==> src/rtl/xrrg_pkg.sv <==
// Package for the xoshiro range random generator: stream widths, generator
// constants, status codes and the controller/datapath command and status types.
// No dependencies.
package xrrg_pkg;

	localparam int IN_TDATA_W  = 160;	// low_bound, high_bound, excluded
	localparam int OUT_TDATA_W = 64;	// value

	localparam int DIV_STEPS = 64;
	localparam int DIV_CNT_W = 6;

	// splitmix64 constants
	localparam logic [63:0] MIX_GOLDEN = 64'h9e3779b97f4a7c15;
	localparam logic [63:0] MIX_C1     = 64'hbf58476d1ce4e5b9;
	localparam logic [63:0] MIX_C2     = 64'h94d049bb133111eb;
	localparam int          MIX_SH_A   = 30;
	localparam int          MIX_SH_B   = 27;
	localparam int          MIX_SH_C   = 31;

	// xoshiro256++ constants
	localparam int XO_ROT_RES = 23;
	localparam int XO_SHL_T   = 17;
	localparam int XO_ROT_S3  = 45;

	localparam logic [1:0] STATUS_OK       = 2'd0;
	localparam logic [1:0] STATUS_INVERTED = 2'd1;
	localparam logic [1:0] STATUS_EMPTY    = 2'd2;

	localparam logic OP_PLAIN   = 1'b0;
	localparam logic OP_EXCLUDE = 1'b1;

	typedef struct packed {
		logic       load_in;	// capture the request
		logic       setup;		// register lower bound and span
		logic       seed_init;	// counter from seed register
		logic       seed_add;	// advance counter, first xor-shift
		logic       mul_ll;		// partial product low x low
		logic       mul_hl;		// partial product high x low
		logic       mul_lh;		// partial product low x high
		logic       xshift;		// xor-shift of the product
		logic       phase;		// 0: first multiply, 1: second multiply
		logic [1:0] word_idx;	// state word being seeded
		logic       draw_sum;	// s0 + s3
		logic       draw_step;	// output word and state update
		logic       div_step;	// one remainder bit
		logic       add_lo;		// add lower bound
		logic       out_load;	// load the output register
		logic [1:0] status;		// status for the output register
	} xrrg_cmd_t;

	typedef struct packed {
		logic op;
		logic range_inv;	// 32-bit low above high
		logic single_ex;	// single value, and it is the excluded one
		logic span_zero;	// 64-bit span wrapped to zero
	} xrrg_stat_t;

	function automatic logic [63:0] rotl64(input logic [63:0] x, input int s);
		return (x << s) | (x >> (64 - s));
	endfunction

endpackage

==> src/rtl/xrrg_ctrl.sv <==
// Controller of the xoshiro range random generator: sequences request checks,
// seeding, the draw, the remainder loop and the output load. Uses xrrg_pkg.
module xrrg_ctrl (
	input  logic                clk,
	input  logic                arst_n,
	input  logic                in_valid,
	output logic                in_ready,
	output logic                out_valid,
	input  logic                out_ready,
	input  logic                cfg_wr_en,
	input  xrrg_pkg::xrrg_stat_t stat,
	output xrrg_pkg::xrrg_cmd_t  cmd
);
	import xrrg_pkg::*;

	localparam logic [3:0] ST_IDLE   = 4'd0;
	localparam logic [3:0] ST_CHECK  = 4'd1;
	localparam logic [3:0] ST_SADD   = 4'd2;
	localparam logic [3:0] ST_MUL0   = 4'd3;
	localparam logic [3:0] ST_MUL1   = 4'd4;
	localparam logic [3:0] ST_MUL2   = 4'd5;
	localparam logic [3:0] ST_XSHIFT = 4'd6;
	localparam logic [3:0] ST_DRAW1  = 4'd7;
	localparam logic [3:0] ST_DRAW2  = 4'd8;
	localparam logic [3:0] ST_DIV    = 4'd9;
	localparam logic [3:0] ST_ADD    = 4'd10;
	localparam logic [3:0] ST_OUT    = 4'd11;

	logic [3:0]           state_q, state_d;
	logic                 seeded_q, seeded_d;
	logic                 phase_q, phase_d;
	logic [1:0]           word_q, word_d;
	logic [DIV_CNT_W-1:0] cnt_q, cnt_d;
	logic [1:0]           status_q, status_d;
	logic                 out_valid_q;
	logic                 out_free;

	assign out_free  = !out_valid_q || out_ready;
	assign in_ready  = (state_q == ST_IDLE);
	assign out_valid = out_valid_q;

	always_comb begin
		state_d  = state_q;
		seeded_d = seeded_q;
		phase_d  = phase_q;
		word_d   = word_q;
		cnt_d    = cnt_q;
		status_d = status_q;
		cmd      = '0;
		cmd.phase    = phase_q;
		cmd.word_idx = word_q;
		cmd.status   = status_q;
		unique case (state_q)
			ST_IDLE: begin
				if (in_valid) begin
					cmd.load_in = 1'b1;
					state_d     = ST_CHECK;
				end
			end
			ST_CHECK: begin
				cmd.setup = 1'b1;
				if (stat.op == OP_EXCLUDE && stat.range_inv) begin
					status_d = STATUS_INVERTED;
					state_d  = ST_OUT;
				end else if (stat.op == OP_EXCLUDE && stat.single_ex) begin
					status_d = STATUS_EMPTY;
					state_d  = ST_OUT;
				end else begin
					status_d = STATUS_OK;
					if (!seeded_q) begin
						cmd.seed_init = 1'b1;
						phase_d       = 1'b0;
						word_d        = 2'd0;
						state_d       = ST_SADD;
					end else begin
						state_d = ST_DRAW1;
					end
				end
			end
			ST_SADD: begin
				cmd.seed_add = 1'b1;
				state_d      = ST_MUL0;
			end
			ST_MUL0: begin
				cmd.mul_ll = 1'b1;
				state_d    = ST_MUL1;
			end
			ST_MUL1: begin
				cmd.mul_hl = 1'b1;
				state_d    = ST_MUL2;
			end
			ST_MUL2: begin
				cmd.mul_lh = 1'b1;
				state_d    = ST_XSHIFT;
			end
			ST_XSHIFT: begin
				cmd.xshift = 1'b1;
				if (!phase_q) begin
					phase_d = 1'b1;
					state_d = ST_MUL0;
				end else begin
					phase_d = 1'b0;
					word_d  = word_q + 2'd1;
					if (word_q == 2'd3) begin
						seeded_d = 1'b1;
						state_d  = ST_DRAW1;
					end else begin
						state_d = ST_SADD;
					end
				end
			end
			ST_DRAW1: begin
				cmd.draw_sum = 1'b1;
				state_d      = ST_DRAW2;
			end
			ST_DRAW2: begin
				cmd.draw_step = 1'b1;
				cnt_d         = '0;
				state_d       = stat.span_zero ? ST_ADD : ST_DIV;
			end
			ST_DIV: begin
				cmd.div_step = 1'b1;
				cnt_d        = cnt_q + 1'b1;
				if (cnt_q == DIV_CNT_W'(DIV_STEPS - 1)) begin
					state_d = ST_ADD;
				end
			end
			ST_ADD: begin
				cmd.add_lo = 1'b1;
				state_d    = ST_OUT;
			end
			ST_OUT: begin
				if (out_free) begin
					cmd.out_load = 1'b1;
					state_d      = ST_IDLE;
				end
			end
			default: begin
				state_d = ST_IDLE;
			end
		endcase
		if (cfg_wr_en) begin
			seeded_d = 1'b0;
		end
	end

	always_ff @(posedge clk or negedge arst_n) begin
		if (!arst_n) begin
			state_q     <= ST_IDLE;
			seeded_q    <= 1'b0;
			phase_q     <= 1'b0;
			word_q      <= 2'd0;
			cnt_q       <= '0;
			status_q    <= STATUS_OK;
			out_valid_q <= 1'b0;
		end else begin
			state_q  <= state_d;
			seeded_q <= seeded_d;
			phase_q  <= phase_d;
			word_q   <= word_d;
			cnt_q    <= cnt_d;
			status_q <= status_d;
			if (cmd.out_load) begin
				out_valid_q <= 1'b1;
			end else if (out_ready) begin
				out_valid_q <= 1'b0;
			end
		end
	end

endmodule

==> src/rtl/xrrg_datapath.sv <==
// Datapath of the xoshiro range random generator: request registers, seed
// expansion with a shared 32x32 multiplier, generator state, bit-serial
// remainder and the output register. Uses xrrg_pkg.
module xrrg_datapath (
	input  logic                                 clk,
	input  logic                                 arst_n,
	input  xrrg_pkg::xrrg_cmd_t                   cmd,
	output xrrg_pkg::xrrg_stat_t                  stat,
	input  logic                                 cfg_wr_en,
	input  logic [63:0]                          cfg_wr_data,
	input  logic                                 in_op,
	input  logic [xrrg_pkg::IN_TDATA_W-1:0]      in_data,
	output logic [xrrg_pkg::OUT_TDATA_W-1:0]     out_data,
	output logic [1:0]                           out_status
);
	import xrrg_pkg::*;

	logic               op_q;
	logic [63:0]        lo_in_q, hi_in_q;
	logic signed [31:0] ex_q;
	logic [63:0]        seed_q;
	logic [63:0]        lo_q, span_q;
	logic               adj_q;
	logic [63:0]        counter_q, z_q, prod_q, sum_q, rem_q, dvd_q;
	logic [63:0]        gs_q [4];
	logic [63:0]        val_q;
	logic [1:0]         stat_q;

	logic signed [31:0] lo32, hi32;
	logic               ex_out;
	logic [63:0]        lo_eff, hi_eff, span_next;
	logic [63:0]        mix_c, mix_t, xs_out;
	logic [31:0]        mul_a, mul_b;
	logic [63:0]        mul_p;
	logic [63:0]        draw_r, tmp_t, ns0, ns1, ns2, ns3;
	logic [64:0]        trial, trial_sub;
	logic [31:0]        fin32;
	logic [63:0]        fin_val;

	assign lo32   = $signed(lo_in_q[31:0]);
	assign hi32   = $signed(hi_in_q[31:0]);
	assign ex_out = (ex_q < lo32) || (ex_q > hi32);
	assign lo_eff = (op_q == OP_EXCLUDE) ? {{32{lo32[31]}}, lo32} : lo_in_q;
	assign hi_eff = (op_q == OP_EXCLUDE) ? {{32{hi32[31]}}, hi32} : hi_in_q;
	// the excluded value shortens the draw range by one
	assign span_next = hi_eff - lo_eff + {63'd0, !(op_q == OP_EXCLUDE && !ex_out)};

	assign stat.op        = op_q;
	assign stat.range_inv = lo32 > hi32;
	assign stat.single_ex = (lo32 == hi32) && !ex_out;
	assign stat.span_zero = (span_q == 64'd0);

	// seed expansion
	assign mix_c  = cmd.phase ? MIX_C2 : MIX_C1;
	assign mix_t  = counter_q + MIX_GOLDEN;
	assign mul_a  = cmd.mul_hl ? z_q[63:32] : z_q[31:0];
	assign mul_b  = cmd.mul_lh ? mix_c[63:32] : mix_c[31:0];
	assign mul_p  = {32'd0, mul_a} * {32'd0, mul_b};
	assign xs_out = cmd.phase ? (prod_q ^ (prod_q >> MIX_SH_C))
	                          : (prod_q ^ (prod_q >> MIX_SH_B));

	// generator step
	assign draw_r = rotl64(sum_q, XO_ROT_RES) + gs_q[0];
	assign tmp_t  = gs_q[1] << XO_SHL_T;
	assign ns2    = gs_q[2] ^ gs_q[0];
	assign ns3    = gs_q[3] ^ gs_q[1];
	assign ns1    = gs_q[1] ^ ns2;
	assign ns0    = gs_q[0] ^ ns3;

	// restoring remainder, one dividend bit per step
	assign trial     = {rem_q, dvd_q[63]};
	assign trial_sub = trial - {1'b0, span_q};

	assign fin32   = rem_q[31:0] +
	                 {31'd0, (adj_q && ($signed(rem_q[31:0]) >= ex_q))};
	assign fin_val = (op_q == OP_EXCLUDE) ? {{32{fin32[31]}}, fin32} : rem_q;

	always_ff @(posedge clk or negedge arst_n) begin
		if (!arst_n) begin
			seed_q <= 64'd0;
		end else if (cfg_wr_en) begin
			seed_q <= cfg_wr_data;
		end
	end

	always_ff @(posedge clk) begin
		if (cmd.load_in) begin
			op_q    <= in_op;
			lo_in_q <= in_data[63:0];
			hi_in_q <= in_data[127:64];
			ex_q    <= $signed(in_data[159:128]);
		end
		if (cmd.setup) begin
			lo_q   <= lo_eff;
			span_q <= span_next;
			adj_q  <= (op_q == OP_EXCLUDE) && !ex_out;
		end
		if (cmd.seed_init) begin
			counter_q <= seed_q;
		end else if (cmd.seed_add) begin
			counter_q <= mix_t;
		end
		if (cmd.seed_add) begin
			z_q <= mix_t ^ (mix_t >> MIX_SH_A);
		end else if (cmd.xshift && !cmd.phase) begin
			z_q <= xs_out;
		end
		if (cmd.mul_ll) begin
			prod_q <= mul_p;
		end else if (cmd.mul_hl || cmd.mul_lh) begin
			prod_q[63:32] <= prod_q[63:32] + mul_p[31:0];
		end
		if (cmd.xshift && cmd.phase) begin
			gs_q[cmd.word_idx] <= xs_out;
		end else if (cmd.draw_step) begin
			gs_q[0] <= ns0;
			gs_q[1] <= ns1;
			gs_q[2] <= ns2 ^ tmp_t;
			gs_q[3] <= rotl64(ns3, XO_ROT_S3);
		end
		if (cmd.draw_sum) begin
			sum_q <= gs_q[0] + gs_q[3];
		end
		if (cmd.draw_step) begin
			rem_q <= stat.span_zero ? draw_r : 64'd0;
			dvd_q <= draw_r;
		end else if (cmd.div_step) begin
			rem_q <= trial_sub[64] ? trial[63:0] : trial_sub[63:0];
			dvd_q <= {dvd_q[62:0], 1'b0};
		end else if (cmd.add_lo) begin
			rem_q <= rem_q + lo_q;
		end
		if (cmd.out_load) begin
			val_q  <= (cmd.status == STATUS_OK) ? fin_val : 64'd0;
			stat_q <= cmd.status;
		end
	end

	assign out_data   = val_q;
	assign out_status = stat_q;

endmodule

==> src/rtl/xoshiro_range_random_generator.sv <==
// Top level of the xoshiro range random generator: stream ports, seed register
// port, controller and datapath. Uses xrrg_pkg, xrrg_ctrl and xrrg_datapath.
//
//  Channel   Direction  Handshake          Payload
//  --------  ---------  -----------------  -----------------------------------------
//  s_*       in         s_tvalid/s_tready  tuser: op; tdata: low, high, excluded
//  m_*       out        m_tvalid/m_tready  tuser: status; tdata: value
//  cfg_*     in         cfg_wr_en          cfg_wr_data: seed_value
//
// A drawing request passes a check state, two draw states, the bit-serial
// remainder loop over all 64 dividend bits, an add state and an output state.
// A zero span skips the remainder loop. A request that ends in an error
// status goes from the check state straight to the output state, with no draw.
// The first draw after reset or after a seed write first expands the seed:
// four words of nine steps each around one shared 32x32 multiplier.
// One request is in work at a time; s_tready is high only while idle, and a
// finished transaction waits in the output register without blocking s_*.
// Reset clears the control state and the seed register to zero.
module xoshiro_range_random_generator (
	input  logic                                 clk,
	input  logic                                 arst_n,
	input  logic                                 s_tvalid,
	output logic                                 s_tready,
	// low_bound [63:0], high_bound [127:64], excluded [159:128]
	input  logic [xrrg_pkg::IN_TDATA_W-1:0]      s_tdata,
	// op [0]
	input  logic                                 s_tuser,
	output logic                                 m_tvalid,
	input  logic                                 m_tready,
	// value [63:0]
	output logic [xrrg_pkg::OUT_TDATA_W-1:0]     m_tdata,
	// status [1:0]
	output logic [1:0]                           m_tuser,
	input  logic                                 cfg_wr_en,
	input  logic [63:0]                          cfg_wr_data
);
	import xrrg_pkg::*;

	xrrg_cmd_t  cmd;
	xrrg_stat_t stat;

	// controller: sequencing, handshakes, seeded flag
	xrrg_ctrl u_ctrl (
		.clk       (clk),
		.arst_n    (arst_n),
		.in_valid  (s_tvalid),
		.in_ready  (s_tready),
		.out_valid (m_tvalid),
		.out_ready (m_tready),
		.cfg_wr_en (cfg_wr_en),
		.stat      (stat),
		.cmd       (cmd)
	);

	// datapath: registers, seed expansion, generator, remainder, output
	xrrg_datapath u_dp (
		.clk         (clk),
		.arst_n      (arst_n),
		.cmd         (cmd),
		.stat        (stat),
		.cfg_wr_en   (cfg_wr_en),
		.cfg_wr_data (cfg_wr_data),
		.in_op       (s_tuser),
		.in_data     (s_tdata),
		.out_data    (m_tdata),
		.out_status  (m_tuser)
	);

	// hold off new transactions while a request is in work
	a_busy_after_accept: assert property (@(posedge clk) disable iff (!arst_n)
		(s_tvalid && s_tready) |=> !s_tready)
		else $error("input accepted while a request is in work");

	// an error status always carries a zero value
	a_error_zero: assert property (@(posedge clk) disable iff (!arst_n)
		(m_tvalid && m_tuser != STATUS_OK) |-> (m_tdata == 64'd0))
		else $error("error status with nonzero value");

	// only defined status codes leave the block
	a_status_code: assert property (@(posedge clk) disable iff (!arst_n)
		m_tvalid |-> (m_tuser == STATUS_OK || m_tuser == STATUS_INVERTED ||
		              m_tuser == STATUS_EMPTY))
		else $error("undefined status code");

	// the output register only loads when it is free
	a_out_load_free: assert property (@(posedge clk) disable iff (!arst_n)
		cmd.out_load |-> (!m_tvalid || m_tready))
		else $error("output overwritten before it was taken");

endmodule

==> config.mk <==
export PLATFORM = sky130hd
export DESIGN_NAME = xoshiro_range_random_generator
export DESIGN_NICKNAME = d
export VERILOG_FILES = /design/src/rtl/xrrg_pkg.sv /design/src/rtl/xrrg_ctrl.sv /design/src/rtl/xrrg_datapath.sv /design/src/rtl/xoshiro_range_random_generator.sv
export SDC_FILE = /design/constraint.sdc
export NUM_CORES = 2
export LEC_CHECK = 0
export BUFFER_PORTS_ARGS = -buffer_cell sky130_fd_sc_hd__buf_2
export CAP_MARGIN = 40
export CORE_ASPECT_RATIO = 0.9
export CORE_MARGIN = 8
export CORE_UTILIZATION = 60
export CTS_BUF_LIST = sky130_fd_sc_hd__clkbuf_8
export CTS_CLUSTER_SIZE = 8
export DETAILED_ROUTE_END_ITERATION = 7
export GPL_ROUTABILITY_DRIVEN = 0
export PLACE_DENSITY = 0.85
export SYNTH_ARGS = -nofsm -noshare
export SYNTH_HDL_FRONTEND = slang
export SYNTH_SLANG_ARGS = --single-unit
==> constraint.sdc <==
create_clock -name clk -period 9.5 [get_ports clk]
set_clock_uncertainty 0.1 [all_clocks]
set_input_delay 2.375 -clock clk [delete_from_list [all_inputs] [get_ports clk]]
set_output_delay 2.375 -clock clk [all_outputs]
set_load 0.02 [all_outputs]
-- Word-level counts from Yosys, hierarchy flattened
Memories as Yosys holds them, arrays and structs flattened.
Cells that the tools add are included.
- register bits after elaboration: 821
- memory bits (writable): 256
- word-level logic and storage cells: 179
- memories kept: 1
- add/subtract/negate cells: 11
- multiply operators: 1
- $lt $le $gt $ge: 4
- equality and inequality tests: 21
- multiplexer cells: 74
- bitwise gates (word level): 10
- reduce and logical (&&, ||, !) cells: 33
- memory list (name ; depth ; bits a word ; read ports ; clocked after Yosys merged registers in ; wr ports ; line ; source):
    u_dp.gs_q ; 4 ; 64 ; 4 ; 0 ; 4 ; xrrg_datapath.sv:25 ; logic [63:0] gs_q [4];
- operators with widths (operator ; count):
    $mux W64 ; 16
    $xor A64 B64 Y64 ; 5
    $add A64 B64 Y64 ; 3
    $mux W32 ; 4
    $sub A65 B64 Y65 ; 1
    $add A64 B1 Y64 ; 1
    $add A64 B64 Y64 const B ; 1
    $gt A32 B32 Y1 ; 2
    $logic_not A64 Y1 ; 1
    $mul A32 B32 Y64 ; 1
    $or A64 B23 Y64 ; 1
    $or A64 B45 Y64 ; 1
    $reduce_or A64 Y1 ; 1
    $sub A64 B64 Y64 ; 1
    $xor A64 B33 Y64 ; 1
    $xor A64 B34 Y64 ; 1
    $xor A64 B37 Y64 ; 1
    $mux W62 ; 1
    $pmux W4 S12 ; 1
    $add A32 B1 Y32 ; 1
    $add A32 B32 Y32 ; 1
    $eq A32 B32 Y1 ; 1
    $ge A32 B32 Y1 ; 1
    $lt A32 B32 Y1 ; 1
    27 further kinds ; 105

-- Longest topological paths before layout
- depth in word-level cells: 9
- mapped depth: 45

-- Cells and area by module
Synthesis repeated with hierarchy kept, for this count alone.
- cells, all modules: 9954
- area total of the unflattened synthesis: 99965.9 um^2
- modules (own cells, without submodules) (module ; times used ; cells each ; area an instance (um^2)):
    xrrg_datapath ; 1 ; 9832 ; 98944.9
    xrrg_ctrl ; 1 ; 122 ; 1021.0

-- Worst setup path before layout
Ideal clock, no wire load.
- path kind: register to register
- start point: register u_ctrl.state_q[3]
- end point: register u_dp.prod_q[62], data pin
- library setup time: 0.322 ns
- arrival: 9.600 ns
- data required time: 9.078 ns
- setup slack: -0.521 ns
- stages on the path, launching flop included: 44
- path buffers: 4
- cells stage by stage: dfrtp_1 clkbuf_1 nand2b_1 nand2b_1 clkbuf_1 inv_1 clkbuf_1 ha_1 clkbuf_1 nor2b_1 inv_1 fa_1 inv_1 fa_1 inv_1 fa_1 fa_1 inv_1 [... 8 more ...] o21ai_0 nand2b_1 and2_1 o21ai_0 nand2b_1 xor2_1 ha_1 a21o_1 a21o_1 a21o_1 a221o_1 a221oi_1 o21ai_0 o21ai_0 a21oi_1 o21ai_0 or3b_2 a32oi_1
- longest elaborated chain between the ends: 7
- elaborated cells between the ends (all ways): 12
- those cells by class: add/sub (1); mul (1); eq/ne (3); mux (7)
- RTL lines (what ; line ; source):
    from (decl) ; xrrg_ctrl.sv:29 ; logic [3:0] state_q, state_d;
    from (signal assigned) ; xrrg_ctrl.sv:157 ; state_q <= state_d;
    $eq A4 B3 Y1 ; xrrg_ctrl.sv:53 ; unique case (state_q)
    $mux W1 ; xrrg_ctrl.sv:53 ;
    $mux W32, on equally long branches ; xrrg_datapath.sv:56, xrrg_datapath.sv:57 ;
    $mul A32 B32 Y64 (*) ; xrrg_datapath.sv:58 ; assign mul_p = {32'd0, mul_a} * {32'd0, mul_b};
    net u_dp.mul_p[15] ; xrrg_datapath.sv:34 ; logic [63:0] mul_p;
    $add A32 B32 Y32 (*) ; xrrg_datapath.sv:111 ; prod_q[63:32] <= prod_q[63:32] + mul_p[31:0];
    $mux W32 (*) ; xrrg_datapath.sv:110 ; end else if (cmd.mul_hl || cmd.mul_lh) begin
    $mux W32 (*) ; xrrg_datapath.sv:108 ; if (cmd.mul_ll) begin
    to (signal assigned) ; xrrg_datapath.sv:109 ; prod_q <= mul_p;
    to (signal assigned) ; xrrg_datapath.sv:111 ;
    to (decl) ; xrrg_datapath.sv:24 ; logic [63:0] counter_q, z_q, prod_q, sum_q, rem_q, dvd_q;
Mark *: on every way through the listed nets, which the timed path passes. The rest lies on a longest branch. The select of a mux whose other input is x is not followed.
A chain may end at the register's enable or synchronous reset.

-- Final worst setup path
Same ends and word-level chain as after synthesis.

==> qor.txt <==
status: finished, violations left
failing checks: design-rule violations, negative setup slack
syn nets: 12000
Synthesis Warnings: 0
CTS tree: built
multiplexer share of the synthesized area: 2.08%
Worst slew margin: 24.0%
most common cell after layout, fill and taps aside: inv_1
launching point of the worst reg2reg path: u_ctrl.state_q[3]
die area: 180000 µm²
Synth Cell Area: 100000 µm²
Detailed Route WL: 337 mm
most used cell, CP: fa_1
Via density: 6.59
via count: 84600
layout cells sized above 1: 11.8%
fin crit period: 10.03 ns
Hold Path Stages: 0
Layout area overhead: 9.92%
CP bufs+invs: 13
Seq/Total Area, Yosys: 31.9%
r2r setup slk: -0.53 ns
Synth Area in Compound Gates: 13.5%
part of the cycle the worst path needs: 106%
Design Area, Final: 110000 µm²
final net count: 12400
Arr. time, crit path: 10.68 ns
placed cell area: 106000 µm²
top cell type's share of synthesized area: 29.9%
Netlist cell types: 111
Num CTS Buffers: 169
Starting Density: 60.3%
maxcap violations: 0
Peak Freq: 99.7 MHz
port bufs: 297
Worst Hold End: u_dp.out_status[0]
simple-gate share of the synthesized area: 11.0%
CP Launch Point: u_ctrl.state_q[3]
routed len/inst: 26.3 µm
Crit Reg-Reg Endpoint: u_dp.prod_q[62]
crit path launch type: register
crit-path max cell delay: 0.62 ns
cell family with most CP delay: adder cells
hold path start: u_ctrl.status_q[0]
FFs w/ async S/R, synth: 7.52%
Die Span Y: 403 µm
GRT Overall Usage: 35.2%
core footprint: 166000 µm²
EDFF count, synth: 996
area share of fa/ha/maj cells after synthesis: 27.6%
R2R depth: 41
Yosys top cell by area: edfxtp_1
Setup-failing EPs final: 15
Max Root-Sink Buffers: 3
synth top area cells: edfxtp_1 (30%), fa_1 (17%), ha_1 (11%)
gr ovfl total: 0
final hold violations: 0
Synth Flop Type: edfxtp_1
global-route wire length before repair: 490 mm
required time worst endpoint: 10.15 ns
largest net degree at the start of global routing: 158
# rows: 142
drt pass-1 iters: 8
die width: 446 µm
DRT iter0 DRCs: 13900
drt drc: 64
slew at the pin closest to its max-slew limit: 1.14 ns
Top Ports: 298
CP Capture Type: register
synthesized area per cell: 9.97 µm²
Hold Crit Class: reg2reg
Setup WS post-layout: -0.528 ns
Mapped Cells: 10000
maximum fanout along the worst path: 4
Worst Setup Path Type: reg2reg
fin cells: 12800
Post-DRT Antenna Nets: 0
Clock Tree Root: clkbuf_8
antenna violations before repair: 7
clk_lat worst skew: 0.97 ns
Synth Area in XOR/XNOR: 7.44%
post-synthesis register bit count: 1077
vias in the first global route: 82200
post-DP HPWL: 259 mm
RSZ-0062 raised after global routing: yes
most frequent cells in the layout: inv_1 (1340), edfxtp_1 (996), ha_1 (864), fa_1 (811), nand2_1 (755)
placed cell count: 12500
Crit-path slowest cell: fa_1
CTS Sinks: 1077
clock slew at reported path FFs: 0.07 ns
final core occ: 66.2%
Max Slew Vio Count: 0
largest family of logic cells by synthesized area: adder cells
H-tree levels: 4
## kinds of logic after synthesis
logic type	after synthesis
simple gates	2336
compound gates	2178
fa+ha+maj	1709
buf+inv	1689
flops	1077
xor+xnor	849
mux	196
## how the worst max path moves through the flow
| stage | slack, ns | end | cells past startpoint |
|---|---|---|---|
| global placement | -0.05 | u_dp.prod_q[47] | 32 |
| global route | -0.69 | u_dp.prod_q[62] | 42 |
| detailed placement | -0.24 | u_dp.prod_q[47] | 32 |
| finish | -0.53 | u_dp.prod_q[62] | 41 |
| CTS | -0.03 | u_dp.prod_q[62] | 39 |
| floorplan | 0.01 | u_dp.prod_q[62] | 40 |
## synthesized netlist by cell type (19+ instances only)
cell / n
a21oi_1: 617
inv_1: 1317
a21boi_0: 28
or2_2: 69
o21bai_1: 85
ha_1: 883
and3_1: 70
nor3_1: 81
o221ai_1: 38
o21ai_0: 642
nand3_1: 113
nand2b_1: 96
mux2i_1: 99
a31oi_1: 52
nor4_1: 37
o31ai_1: 41
o21ai_1: 30
edfxtp_1: 996
a21o_1: 297
o21a_1: 60
mux2_2: 96
and2_1: 81
nor2_1: 647
xor2_1: 328
nor2b_1: 131
and4_1: 19
fa_1: 825
clkbuf_1: 328
nand4_1: 145
nand2_1: 764
o211ai_1: 34
xnor2_1: 521
a211oi_1: 41
dfrtp_1: 81
or3_1: 31
## final cells by class
type | instances | area [µm²]
multi-input combinational | 7268 | 62600
fill | 11500 | 56000
sequential | 1077 | 31900
inverter | 1320 | 4970
timing repair buffer | 651 | 4570
tap | 2232 | 2790
clock buffer | 173 | 2380
clock inverter | 104 | 693
antenna | 4 | 10.0
## flip-flops by register name (all words and copies together), names as in the netlist, 2 cells and up
name,cells
u_dp.z_q,64
u_dp.ex_q,32
u_dp.lo_q,64
u_dp.seed_q,64
u_ctrl.cnt_q,6
u_dp.out_data,64
u_dp.gs_q,256
u_dp.sum_q,64
u_dp.prod_q,64
u_ctrl.status_q,2
u_dp.hi_in_q,64
u_dp.out_status,2
u_dp.lo_in_q,64
u_ctrl.word_q,2
u_dp.rem_q,64
u_dp.counter_q,64
u_ctrl.state_q,4
u_dp.dvd_q,64
u_dp.span_q,64
## metrics by stage
stage                     hold WS, ns  TNS, ns  setup slack (ns)
after floorplan                 0.338        0            0.0112
after global placement          0.348  -0.0583           -0.0497
after detailed placement        0.359    -1.35            -0.245
after CTS                       0.374  -0.0343           -0.0314
after global routing            0.391    -7.30            -0.695
final                           0.372    -4.35            -0.528
## what timing repair did
item,in CTS,in global routing
gates cloned,3,0
buffers inserted,10,26
gates resized for setup,42,167
hold buffers,0,0
pin swaps,14,69
endpoints found under the setup margin,14,20
## per-layer routing
layer,vias up,share of wire (%),global-route usage (%)
li1,35300,-,-
met1,39900,34,46.8
met2,7636,40,50.2
met3,1776,17,13.1
met4,8,7.9,18.7
met5,-,0.031,0
## worst register-to-register path, delay by kind of cell (launching register included)
kind	cells	cell delay (ns)
compound gates	9	1.60
xor+xnor	1	0.10
fa+ha+maj	10	4.48
buf+inv	13	1.51
flops	1	0.42
mux	1	0.11
simple gates	7	1.50
Power is not shown: default switching activity piles up to over one toggle a cycle in this logic, so the estimate is an artifact.
